**src/design/atcb_pkg.sv**
```systemverilog
// ----------------------------------------------------------------------------
// ATA task-file builder package
// Register codes, opcodes, constants and the descriptor type.
// ----------------------------------------------------------------------------
package atcb_pkg;

	// task-file register selects, in emission order
	typedef enum logic [3:0] {
		REG_CTRL     = 4'd0,
		REG_DEVSEL   = 4'd1,
		REG_COUNT_HI = 4'd2,
		REG_LBA3     = 4'd3,
		REG_LBA4     = 4'd4,
		REG_LBA5     = 4'd5,
		REG_COUNT_LO = 4'd6,
		REG_LBA0     = 4'd7,
		REG_LBA1     = 4'd8,
		REG_LBA2     = 4'd9,
		REG_CMD      = 4'd10
	} reg_sel_t;

	typedef enum logic [1:0] {
		ADDR_CHS   = 2'd0,
		ADDR_LBA28 = 2'd1,
		ADDR_LBA48 = 2'd2
	} addr_mode_t;

	// configuration register indexes
	localparam logic [1:0] CFG_SLAVE   = 2'd0;
	localparam logic [1:0] CFG_CHANNEL = 2'd1;
	localparam logic [1:0] CFG_LBA28   = 2'd2;

	localparam logic [3:0] SLAVE_MASK_RST   = 4'd10;
	localparam logic [3:0] CHANNEL_MASK_RST = 4'd12;
	localparam logic [3:0] LBA28_MASK_RST   = 4'd15;

	// ATA opcodes
	localparam logic [7:0] CMD_READ_PIO      = 8'h20;
	localparam logic [7:0] CMD_WRITE_PIO     = 8'h30;
	localparam logic [7:0] CMD_READ_PIO_EXT  = 8'h24;
	localparam logic [7:0] CMD_WRITE_PIO_EXT = 8'h34;

	localparam logic [7:0] CTRL_NIEN   = 8'h02;
	localparam logic [7:0] DEVSEL_CHS  = 8'hA0;
	localparam logic [7:0] DEVSEL_LBA  = 8'hE0;

	// CHS geometry: divide by sectors per track with a reciprocal
	localparam int          LBA28_BITS  = 28;
	localparam int          CHS_SPT     = 63;
	localparam int          RECIP_BITS  = 29;
	localparam int          RECIP_SHIFT = 34;
	localparam logic [RECIP_BITS-1:0] RECIP_SPT = 29'd272696337;
	localparam int          QUOT_BITS   = 23;

	// one request, ready to serialize
	typedef struct packed {
		addr_mode_t       addr;
		logic             chan;
		logic [7:0]       devsel;
		logic [7:0]       cmd;
		logic [15:0]      cnt;
		logic [5:0][7:0]  bytes;
	} desc_t;

endpackage

```
**src/design/atcb_serializer.sv**
```systemverilog
// ----------------------------------------------------------------------------
// ATA task-file write serializer
// Holds one request; emits its register writes one per cycle when not stalled.
// ----------------------------------------------------------------------------
module atcb_serializer import atcb_pkg::*; (
	input  logic        clk,
	input  logic        arst_n,
	input  logic        desc_valid,
	input  desc_t       desc,
	output logic        desc_ready,
	output logic        m_tvalid,
	input  logic        m_tready,
	output logic [15:0] m_tdata,   // target_register, write_value, high_order,
	                               // channel, addressing
	output logic        m_tlast
);

	desc_t      desc_q;
	logic       busy_q;
	reg_sel_t   step_q;
	logic       out_v_q;
	reg_sel_t   tgt_q;
	logic [7:0] val_q;
	logic       hob_q;
	logic       chan_q;
	addr_mode_t addr_q;
	logic       last_q;

	logic       out_free;
	logic       emit;
	logic       load;
	reg_sel_t   step_nxt;
	logic [7:0] step_val;
	logic       step_hob;

	assign out_free   = !out_v_q || m_tready;
	assign emit       = busy_q && out_free;
	assign desc_ready = !busy_q || (emit && step_q == REG_CMD);
	assign load       = desc_valid && desc_ready;

	// next register; short sequences skip the HOB bank
	always_comb begin
		if (step_q == REG_DEVSEL && desc_q.addr != ADDR_LBA48) begin
			step_nxt = REG_COUNT_LO;
		end else begin
			step_nxt = reg_sel_t'(step_q + 4'd1);
		end
	end

	// byte for the current register
	always_comb begin
		step_hob = 1'b0;
		case (step_q)
			REG_CTRL:     step_val = CTRL_NIEN;
			REG_DEVSEL:   step_val = desc_q.devsel;
			REG_COUNT_HI: begin
				step_val = desc_q.cnt[15:8];
				step_hob = 1'b1;
			end
			REG_LBA3: begin
				step_val = desc_q.bytes[3];
				step_hob = 1'b1;
			end
			REG_LBA4: begin
				step_val = desc_q.bytes[4];
				step_hob = 1'b1;
			end
			REG_LBA5: begin
				step_val = desc_q.bytes[5];
				step_hob = 1'b1;
			end
			REG_COUNT_LO: step_val = desc_q.cnt[7:0];
			REG_LBA0:     step_val = desc_q.bytes[0];
			REG_LBA1:     step_val = desc_q.bytes[1];
			REG_LBA2:     step_val = desc_q.bytes[2];
			REG_CMD:      step_val = desc_q.cmd;
			default:      step_val = 8'h00;
		endcase
	end

	// sequencing control
	always_ff @(posedge clk or negedge arst_n) begin
		if (!arst_n) begin
			busy_q  <= 1'b0;
			step_q  <= REG_CTRL;
			out_v_q <= 1'b0;
		end else begin
			if (load) begin
				busy_q <= 1'b1;
				step_q <= REG_CTRL;
			end else if (emit) begin
				if (step_q == REG_CMD) begin
					busy_q <= 1'b0;
				end
				step_q <= step_nxt;
			end
			if (emit) begin
				out_v_q <= 1'b1;
			end else if (m_tready) begin
				out_v_q <= 1'b0;
			end
		end
	end

	// descriptor and output payload
	always_ff @(posedge clk) begin
		if (load) begin
			desc_q <= desc;
		end
		if (emit) begin
			tgt_q  <= step_q;
			val_q  <= step_val;
			hob_q  <= step_hob;
			chan_q <= desc_q.chan;
			addr_q <= desc_q.addr;
			last_q <= (step_q == REG_CMD);
		end
	end

	assign m_tvalid = out_v_q;
	assign m_tdata  = {addr_q, chan_q, hob_q, val_q, tgt_q};
	assign m_tlast  = last_q;

endmodule

```
**src/design/ata_taskfile_command_builder_core.sv**
```systemverilog
// ----------------------------------------------------------------------------
// ATA task-file command builder
// Turns a sector request into the ordered task-file register writes that
// start a PIO transfer: control, device select, counts and address bytes
// (HOB bank first for 48-bit addresses), then the opcode. Three pipeline
// stages (capture and drive lookup, divide-by-63 multiply, CHS/LBA byte
// build) feed a serializer that emits one register write per cycle while
// the output is not stalled: 11 writes per request in 48-bit mode and 7 in
// LBA28 or CHS mode; that serializer sets the sustained rate. Requests are
// accepted every cycle until the three stage registers are full, and each
// goes through them and the serializer's descriptor and output registers.
// ----------------------------------------------------------------------------
module ata_taskfile_command_builder_core import atcb_pkg::*; (
	input  logic        clk,
	input  logic        arst_n,
	input  logic        s_tvalid,
	output logic        s_tready,
	input  logic [71:0] s_tdata,   // mode, drive, block_address, sector_count
	output logic        m_tvalid,
	input  logic        m_tready,
	output logic [15:0] m_tdata,   // target_register, write_value, high_order,
	                               // channel, addressing
	output logic        m_tlast,
	input  logic        cfg_we,
	input  logic [1:0]  cfg_index,
	input  logic [3:0]  cfg_data
);

	logic [3:0] slave_mask_q;
	logic [3:0] channel_mask_q;
	logic [3:0] lba28_mask_q;

	// input fields
	logic        in_mode;
	logic [1:0]  in_drive;
	logic [47:0] in_lba;
	logic [15:0] in_cnt;

	assign in_mode  = s_tdata[0];
	assign in_drive = s_tdata[2:1];
	assign in_lba   = s_tdata[50:3];
	assign in_cnt   = s_tdata[66:51];

	// stage registers
	logic        v_s1, v_s2, v_s3;
	logic        mode_s1, slave_s1, chan_s1, lbaok_s1;
	logic [47:0] lba_s1;
	logic [15:0] cnt_s1;
	logic        mode_s2, slave_s2, chan_s2;
	addr_mode_t  addr_s2;
	logic [47:0] lba_s2;
	logic [15:0] cnt_s2;
	logic [QUOT_BITS-1:0] quot_s2;
	desc_t       desc_s3;

	logic en1, en2, en3, desc_ready;

	assign en3      = !v_s3 || desc_ready;
	assign en2      = !v_s2 || en3;
	assign en1      = !v_s1 || en2;
	assign s_tready = en1;

	// configuration registers
	always_ff @(posedge clk or negedge arst_n) begin
		if (!arst_n) begin
			slave_mask_q   <= SLAVE_MASK_RST;
			channel_mask_q <= CHANNEL_MASK_RST;
			lba28_mask_q   <= LBA28_MASK_RST;
		end else if (cfg_we) begin
			unique case (cfg_index)
				CFG_SLAVE:   slave_mask_q   <= cfg_data;
				CFG_CHANNEL: channel_mask_q <= cfg_data;
				CFG_LBA28:   lba28_mask_q   <= cfg_data;
				default:     ;
			endcase
		end
	end

	// stage valids
	always_ff @(posedge clk or negedge arst_n) begin
		if (!arst_n) begin
			v_s1 <= 1'b0;
			v_s2 <= 1'b0;
			v_s3 <= 1'b0;
		end else begin
			if (en1) v_s1 <= s_tvalid;
			if (en2) v_s2 <= v_s1;
			if (en3) v_s3 <= v_s2;
		end
	end

	// stage 1: capture, per-drive flags
	always_ff @(posedge clk) begin
		if (en1) begin
			mode_s1  <= in_mode;
			lba_s1   <= in_lba;
			cnt_s1   <= in_cnt;
			slave_s1 <= slave_mask_q[in_drive];
			chan_s1  <= channel_mask_q[in_drive];
			lbaok_s1 <= lba28_mask_q[in_drive];
		end
	end

	// stage 2: addressing mode, quotient by sectors per track
	logic [LBA28_BITS+RECIP_BITS-1:0] prod;

	assign prod = {{RECIP_BITS{1'b0}}, lba_s1[LBA28_BITS-1:0]} *
	              {{LBA28_BITS{1'b0}}, RECIP_SPT};

	always_ff @(posedge clk) begin
		if (en2) begin
			mode_s2  <= mode_s1;
			slave_s2 <= slave_s1;
			chan_s2  <= chan_s1;
			lba_s2   <= lba_s1;
			cnt_s2   <= cnt_s1;
			quot_s2  <= prod[RECIP_SHIFT+QUOT_BITS-1:RECIP_SHIFT];
			if (|lba_s1[47:LBA28_BITS]) begin
				addr_s2 <= ADDR_LBA48;
			end else if (lbaok_s1) begin
				addr_s2 <= ADDR_LBA28;
			end else begin
				addr_s2 <= ADDR_CHS;
			end
		end
	end

	// stage 3: CHS geometry and task-file bytes
	logic [LBA28_BITS-1:0] quot_x63;
	logic [LBA28_BITS-1:0] rem_full;
	logic [7:0]            sect;
	logic [3:0]            head;
	desc_t                 desc_nxt;

	assign quot_x63 = LBA28_BITS'({quot_s2, 6'b0} - {6'b0, quot_s2});
	assign rem_full = lba_s2[LBA28_BITS-1:0] - quot_x63;
	assign sect     = {2'b00, rem_full[5:0]} + 8'd1;

	always_comb begin
		desc_nxt.addr  = addr_s2;
		desc_nxt.chan  = chan_s2;
		desc_nxt.cnt   = cnt_s2;
		desc_nxt.bytes = lba_s2;
		head           = 4'd0;
		case (addr_s2)
			ADDR_LBA48: begin
				desc_nxt.cmd = mode_s2 ? CMD_WRITE_PIO_EXT : CMD_READ_PIO_EXT;
			end
			ADDR_LBA28: begin
				desc_nxt.cmd = mode_s2 ? CMD_WRITE_PIO : CMD_READ_PIO;
				head         = lba_s2[27:24];
			end
			default: begin
				desc_nxt.cmd      = mode_s2 ? CMD_WRITE_PIO : CMD_READ_PIO;
				head              = quot_s2[3:0];
				desc_nxt.bytes[0] = sect;
				desc_nxt.bytes[1] = quot_s2[11:4];
				desc_nxt.bytes[2] = quot_s2[19:12];
			end
		endcase
		desc_nxt.devsel = ((addr_s2 == ADDR_CHS) ? DEVSEL_CHS : DEVSEL_LBA) |
		                  {3'b000, slave_s2, head};
	end

	always_ff @(posedge clk) begin
		if (en3) begin
			desc_s3 <= desc_nxt;
		end
	end

	// register write sequencer
	atcb_serializer u_ser (
		.clk        (clk),
		.arst_n     (arst_n),
		.desc_valid (v_s3),
		.desc       (desc_s3),
		.desc_ready (desc_ready),
		.m_tvalid   (m_tvalid),
		.m_tready   (m_tready),
		.m_tdata    (m_tdata),
		.m_tlast    (m_tlast)
	);

endmodule

```
**config.mk**
```make
export PLATFORM = sky130hd
export DESIGN_NAME = ata_taskfile_command_builder_core
export DESIGN_NICKNAME = d
export VERILOG_FILES = /design/src/design/atcb_pkg.sv /design/src/design/atcb_serializer.sv /design/src/design/ata_taskfile_command_builder_core.sv
export SDC_FILE = /design/constraint.sdc
export NUM_CORES = 1
export LEC_CHECK = 0
export BUFFER_PORTS_ARGS = -buffer_cell sky130_fd_sc_hd__buf_4
export CAP_MARGIN = 40
export CELL_PAD_IN_SITES_DETAIL_PLACEMENT = 2
export CELL_PAD_IN_SITES_GLOBAL_PLACEMENT = 2
export CORE_MARGIN = 1.5
export CORE_UTILIZATION = 41
export CTS_BUF_LIST = sky130_fd_sc_hd__clkbuf_16
export CTS_CLUSTER_DIAMETER = 40
export DETAILED_ROUTE_END_ITERATION = 6
export PLACE_DENSITY_LB_ADDON = 0.1
export SYNTH_ARGS = -nofsm -noshare
export SYNTH_HDL_FRONTEND = slang
export SYNTH_SLANG_ARGS = --single-unit
```
**constraint.sdc**
```tcl
create_clock -name clk -period 14.5 [get_ports clk]
set_input_delay 1.45 -clock clk [delete_from_list [all_inputs] [get_ports clk]]
set_output_delay 1.45 -clock clk [all_outputs]
set_load 0.05 [all_outputs]
```
==> results of run 1 <==
-- layout make-up --
class / instances / area, um^2
repair buffers: 110 / 891
multi-input cells: 640 / 6210
clock inverters: 44 / 449
diodes: 1 / 2.50
clock buffers: 52 / 1300
flip-flops and latches: 345 / 10300
inverters: 144 / 541
fillers: 3813 / 20600
well taps: 532 / 666
-- through the flow --
stage | setup slack, ns | hold WS [ns]
2_1_floorplan | 8.79 | 0.400
3_3_place_gp | 8.70 | 0.401
3_5_place_dp | 8.51 | 0.406
4_1_cts | 8.37 | 0.410
5_1_grt | 8.12 | 0.416
6_report | 8.38 | 0.414
-- worst reg2reg max path, stage by stage (launching register included) --
cell,delay [ns]
edfxtp_1,0.55
ha_1,0.37
inv_1,0.06
fa_1,0.54
inv_1,0.09
fa_1,0.52
fa_1,0.52
inv_1,0.06
fa_1,0.53
inv_1,0.05
ha_1,0.36
nand4_1,0.18
nor4_1,0.60
nand2_1,0.10
o21ai_0,0.18
a21oi_1,0.15
a41oi_1,0.49
a21boi_0,0.29
xnor2_1,0.22
-- worst max path at each step --
stage | start | to | cells after the start
after floorplan | m_tready | s_tready | 3
after CTS | lba_s1[20] | quot_s2[8] | 15
after global placement | lba_s1[24] | quot_s2[19] | 18
final | lba_s1[27] | quot_s2[8] | 18
after detailed placement | lba_s1[20] | quot_s2[8] | 16
after global routing | lba_s1[27] | quot_s2[8] | 18
-- routing by layer --
metal  vias to the layer above  track usage [%]  wire [um]
met5                         -                0          0
met4                         0             11.0       2170
met3                       108             3.27       1930
met2                       281             47.6      29200
met1                      5394             29.7      21200
li1                       4554                -          -
-- report_power, final --
part / leakage [nW] / internal [mW] / switching (mW)
combinational: 4.19 / 0.568 / 1.01
clock: 0.854 / 0.760 / 0.525
sequential: 3.16 / 1.21 / 0.0598
total: 8.20 / 2.54 / 1.60
-- kinds of logic (layout without fill, tap and decap cells) --
kind of cell	after synthesis	count (layout)	synth area share, %
adder cells (fa/ha/maj)	243	243	20.4
buffers and inverters	164	350	3.65
other	0	1	0
AO/OA/AOI/OAI	170	170	6.85
AND/OR/NAND/NOR	161	161	4.82
XOR/XNOR	27	27	1.39
flip-flops	345	345	60.1
multiplexers	39	39	2.75
-- flip-flops by register name, indices dropped and copies added (netlist names), 2 cells and up --
| name | count |
|---|---|
| cnt_s2 | 16 |
| u_ser.step_q | 4 |
| u_ser.addr_q | 2 |
| addr_s2 | 2 |
| slave_mask_q | 4 |
| u_ser.desc_q | 75 |
| u_ser.val_q | 8 |
| lba_s2 | 48 |
| lba28_mask_q | 4 |
| channel_mask_q | 4 |
| desc_s3 | 75 |
| lba_s1 | 48 |
| u_ser.tgt_q | 4 |
| cnt_s1 | 16 |
| quot_s2 | 20 |
-- cell usage in the layout (no fill, tap or decap), types with 6 or more instances in the layout --
cell type,n
o21ai_0,28
dfrtp_1,13
inv_1,147
clkinvlp_4,6
fa_1,59
clkinv_1,7
xor2_1,7
dfstp_2,8
a31oi_1,6
inv_6,11
clkinv_2,6
mux2_2,33
nand2_1,36
nand2b_1,6
a22oi_1,7
o21bai_1,7
xnor2_1,20
nor3_1,11
edfxtp_1,324
a21oi_1,48
nand3_1,21
and3_1,9
nor2_1,31
nor4_1,9
nand4_1,9
buf_4,105
a211oi_1,7
a21o_1,13
clkbuf_16,52
ha_1,184
==> results by group, run 1 <==
Place
  – Final Wtd Congestion: 0.808
  – DP Cell Count: 1771
  – Dpl cell area: 18600 um^2
  – Port Buffers: 96
  – DP Wirelength: 36.9 mm

Clocking
  – CTS buffer count: 51
  – H-Tree Depth: 2
  – Post-CTS Setup Bufs: 0
  – CTS root buffer: clkbuf_16
  – Post-cts gate resize count: 0
  – TritonCTS clock tree: yes
  – Worst skew pair latency: 0.61 ns
  – Clk buf depth: 3
  – Worst-path clk slew: 0.06 ns
  – Post-CTS Hold Buffers: 0
  – CTS sink cnt: 345

Critical path
  – CP arrival: 6.46 ns
  – CP Cell Sequence: ha_1, inv_1, fa_1, inv_1, fa_1, fa_1, inv_1, fa_1, inv_1, ha_1, nand4_1, nor4_1, nand2_1, o21ai_0, a21oi_1, a41oi_1, a21boi_0, xnor2_1
  – RR Startpoint: lba_s1[27]
  – Worst r2r dst: quot_s2[8]
  – CP required: 14.83 ns
  – WP buf/inv: 4
  – Startpoint types: flip-flop
  – CP max-delay cell: nor4_1
  – CP max stage delay: 0.60 ns
  – R2r worst-path depth: 18
  – CP endpoint kind: flip-flop
  – Largest fanout on the critical path: 4
  – Critical path class: reg2reg
  – Crit path max-delay family: adder cells
  – R2r setup slk: 8.38 ns

STA
  – Unrepaired setup endpoints after global routing: false
  – TNS Setup: 0 ns
  – Peak Freq: 163 MHz
  – Final Cycle Share: 42.2%
  – Layout Skew: 0.0258 ns
  – Minimum clock period: 6.12 ns
  – Final setup vio count: 0
  – Least-Margin Pin Slew: 0.913 ns
  – Slew headroom: 39.2%
  – Slew Limit Fails: 0
  – Fin. Hold Viols: 0

GRT
  – Grt total ovfl: 0
  – Global-route wire length before repair: 80.0 mm
  – Tot GR Track Use: 25.7%
  – Vias in the first global route: 11941
  – Initial antenna violation count: 2
  – Largest net degree at the start of global routing: 64

Synthesis
  – Post-synth top flop: edfxtp_1
  – Syn Std Cell Area: 17100 um^2
  – Yosys cell types: 67
  – Synth top area share: 57.0%
  – Number of flops mapped to enable cells by yosys: 324
  – Most frequent cell after synthesis: edfxtp_1
  – Syn_area_per_cell: 14.9 um^2
  – Sequential element share of the synthesized area: 60.1%
  – Post-synth top cells: edfxtp_1 (324), ha_1 (184), inv_1 (144)
  – Leading area contributor after synthesis: edfxtp_1
  – Syn Inst Count: 1149
  – Dominant cells by area after synthesis: edfxtp_1 (57%), ha_1 (13%), fa_1 (6.9%)
  – FFs w/ async S/R, synth: 6.09%
  – #FFs+latches synth: 345
  – Yosys warnings: 0
  – Mapped Nets: 1475

Routing
  – Detailed Route Iter0 Violations: 632
  – Vias per std cell: 5.53
  – DRC Markers: 0
  – Routed Antenna Nets: 0
  – DRT Wirelength: 54.5 mm
  – TritonRoute pass-1 iters: 5
  – Avg WL per Cell: 29.2 um
  – Total number of vias: 10337

Worst hold path
  – Worst Hold Launch: lba_s2[39]
  – Worst Hold End: desc_s3[39]
  – Hold/Removal Path Class: reg2reg
  – Worst hold stages: 0

Cells and area
  – Synth-to-Final Area Change: 19.1%
  – Final nets: 1618
  – Non-Filler Instances: 1868
  – Final core occ: 49.7%
  – Share of cells above drive strength 1: 19.1%
  – Fin area: 20300 um^2

Floorplan
  – Starting Density: 41.7%
  – Site Rows: 74
  – Ports: 102
  – Core Footprint: 40900 um^2
  – Die Width: 207 um
  – DIE AREA: 42900 um^2
  – Die Ht: 207 um

Pwr
  – Leak pwr: 8.20 nW
  – VDD IR max: 0.0978 mV
  – Total Power: 4.14 mW
  – PD cells: 204 nW/um^2

Outcome
  – Status: complete, no violations

Job
  – Max-Cap Viols: 0
Note: power is estimated with default switching activity, not from simulation.
==> run 2, diff against run 1 <==
clock period = 5.85 ns   (was 14.5 ns; I/O delays follow)
==> results by group, run 2 (synthesis gave the netlist of run 1 again) <==
Outcome
  – Status: complete, no violations

STA
  – TNS Setup: 0 ns
  – Final Hold Slack: 0.159 ns
  – Layout Skew: 0.0302 ns
  – Slew Limit Fails: 0
  – Final Cycle Share: 96.8%
  – Slew headroom: 36.7%
  – Peak Freq: 177 MHz
  – Unrepaired setup endpoints after global routing: false
  – Final setup vio count: 0
  – Minimum clock period: 5.66 ns
  – Fin. Hold Viols: 0
  – Least-Margin Pin Slew: 0.949 ns

Worst hold path
  – Worst hold stages: 1
  – Worst Hold Launch: s_tdata[64]
  – Hold/Removal Path Class: in2reg
  – Worst Hold End: cnt_s1[13]

Clocking
  – Worst skew pair latency: 0.61 ns
  – CTS sink cnt: 345
  – CTS buffer count: 53
  – Post-CTS Setup Bufs: 0
  – CTS root buffer: clkbuf_16
  – Worst-path clk slew: 0.07 ns
  – TritonCTS clock tree: yes
  – Clk buf depth: 3
  – H-Tree Depth: 2

Routing
  – Detailed Route Iter0 Violations: 622
  – DRC Markers: 0
  – TritonRoute pass-1 iters: 5
  – Routed Antenna Nets: 0
  – DRT Wirelength: 53.9 mm
  – Vias per std cell: 5.47
  – Avg WL per Cell: 28.6 um
  – Total number of vias: 10284

Floorplan
  – DIE AREA: 42900 um^2
  – Die Width: 207 um
  – Core Footprint: 40900 um^2
  – Ports: 102
  – Die Ht: 207 um
  – Starting Density: 41.7%
  – Site Rows: 74

GRT
  – Grt total ovfl: 0
  – Initial antenna violation count: 0
  – Tot GR Track Use: 25.4%
  – Vias in the first global route: 11855
  – Global-route wire length before repair: 79.5 mm
  – Largest net degree at the start of global routing: 49

Cells and area
  – Synth-to-Final Area Change: 20.4%
  – Antenna diodes: 0
  – Final nets: 1629
  – Most common cell after layout, fill and taps aside: edfxtp_1
  – Share of cells above drive strength 1: 20.0%
  – Most frequent cells in the layout: edfxtp_1 (324), ha_1 (184), inv_1 (152)
  – Top Registers: desc_s3 x75, u_ser.desc_q x75

Pwr
  – Leak pwr: 8.34 nW
  – VDD IR max: 0.212 mV
  – PD cells: 508 nW/um^2

Critical path
  – RR Startpoint: lba_s1[25]
  – Largest fanout on the critical path: 4
  – Startpoint types: flip-flop
  – WP buf/inv: 2
  – CP max stage delay: 0.56 ns
  – CP arrival: 6.02 ns
  – R2r worst-path depth: 16
  – CP endpoint kind: flip-flop
  – Worst r2r dst: quot_s2[10]
  – R2r setup slk: 0.19 ns
  – CP max-delay cell: edfxtp_1
  – CP required: 6.21 ns
  – Crit path max-delay family: adder cells
  – Top cell by count, worst path: fa_1
  – CP Cell Sequence: ha_1, fa_1, fa_1, fa_1, inv_1, fa_1, inv_1, ha_1, nand4_2, or2_1, or4_4, o221ai_4, nand3_1, nand3_1, a21oi_1, xnor2_1
  – Critical path class: reg2reg

Place
  – Final Wtd Congestion: 0.790
  – Port Buffers: 96
  – DP Wirelength: 37.3 mm

Job
  – Max-Cap Viols: 0
==> run 2: cell count changes in the layout (fill, tap and decap cells not counted), moves of 3 or more <==
cell / change
buf_4: +8
clkinv_1: -5
inv_1: +5
inv_6: -5
bufinv_16: +3
clkinv_2: +3
==> run 2: worst max path at each step <==
stage | startpoint | to | depth (start not counted)
CTS | lba_s1[20] | quot_s2[7] | 16
global placement | lba_s1[25] | quot_s2[19] | 16
detailed placement | lba_s1[20] | quot_s2[7] | 16
finish | lba_s1[25] | quot_s2[10] | 16
global route | lba_s1[20] | quot_s2[2] | 17
floorplan | u_ser.step_q[0] | u_ser.desc_q[0] | 6
==> run 2: what timing repair did <==
item / in CTS / in global routing
hold buffers: 1 / 0
endpoints found under the setup margin: 0 / 5
endpoints found under the hold margin: 13 / 0
gates resized for setup: 0 / 4
==> run 2: per-stage QoR <==
| stage | std cells | area, um^2 | setup WS, ns | utilization (%) | power, mW |
|---|---|---|---|---|---|
| 2_1_floorplan | 1149 | 17100 | 0.661 | - | 5.68 |
| 3_3_place_gp | 1774 | 18500 | 0.263 | 45.3 | 6.65 |
| 3_5_place_dp | 1779 | 18600 | 0.163 | 45.5 | 6.96 |
| 4_1_cts | 1880 | 20500 | 0.0115 | 50.1 | 10.5 |
| 5_1_grt | 1880 | 20500 | 0.0320 | 50.2 | 11.0 |
| 6_report | 1880 | 20500 | 0.190 | 50.2 | 10.4 |
==> run 2: final cells by class <==
class | count | area, um^2
flip-flops and latches | 345 | 10300
well taps | 532 | 666
clock buffers | 53 | 1330
fillers | 3827 | 20400
repair buffers | 119 | 960
multi-input cells | 640 | 6240
inverters | 144 | 541
clock inverters | 47 | 554
==> run 2: where the power goes <==
group	total, mW	internal (mW)	switching (mW)
Sequential	3.15	3.01	0.140
Clock	3.35	2.05	1.30
Combinational	3.94	1.43	2.51
Total	10.4	6.49	3.95
==> run 2: metal layers <==
metal / wire (um) / vias up / global-route usage [%]
li1: - / 4569 / -
met2: 28800 / 231 / 46.4
met5: 0 / - / 0
met3: 1790 / 95 / 3.62
met4: 2120 / 0 / 10.6
met1: 21100 / 5389 / 29.8
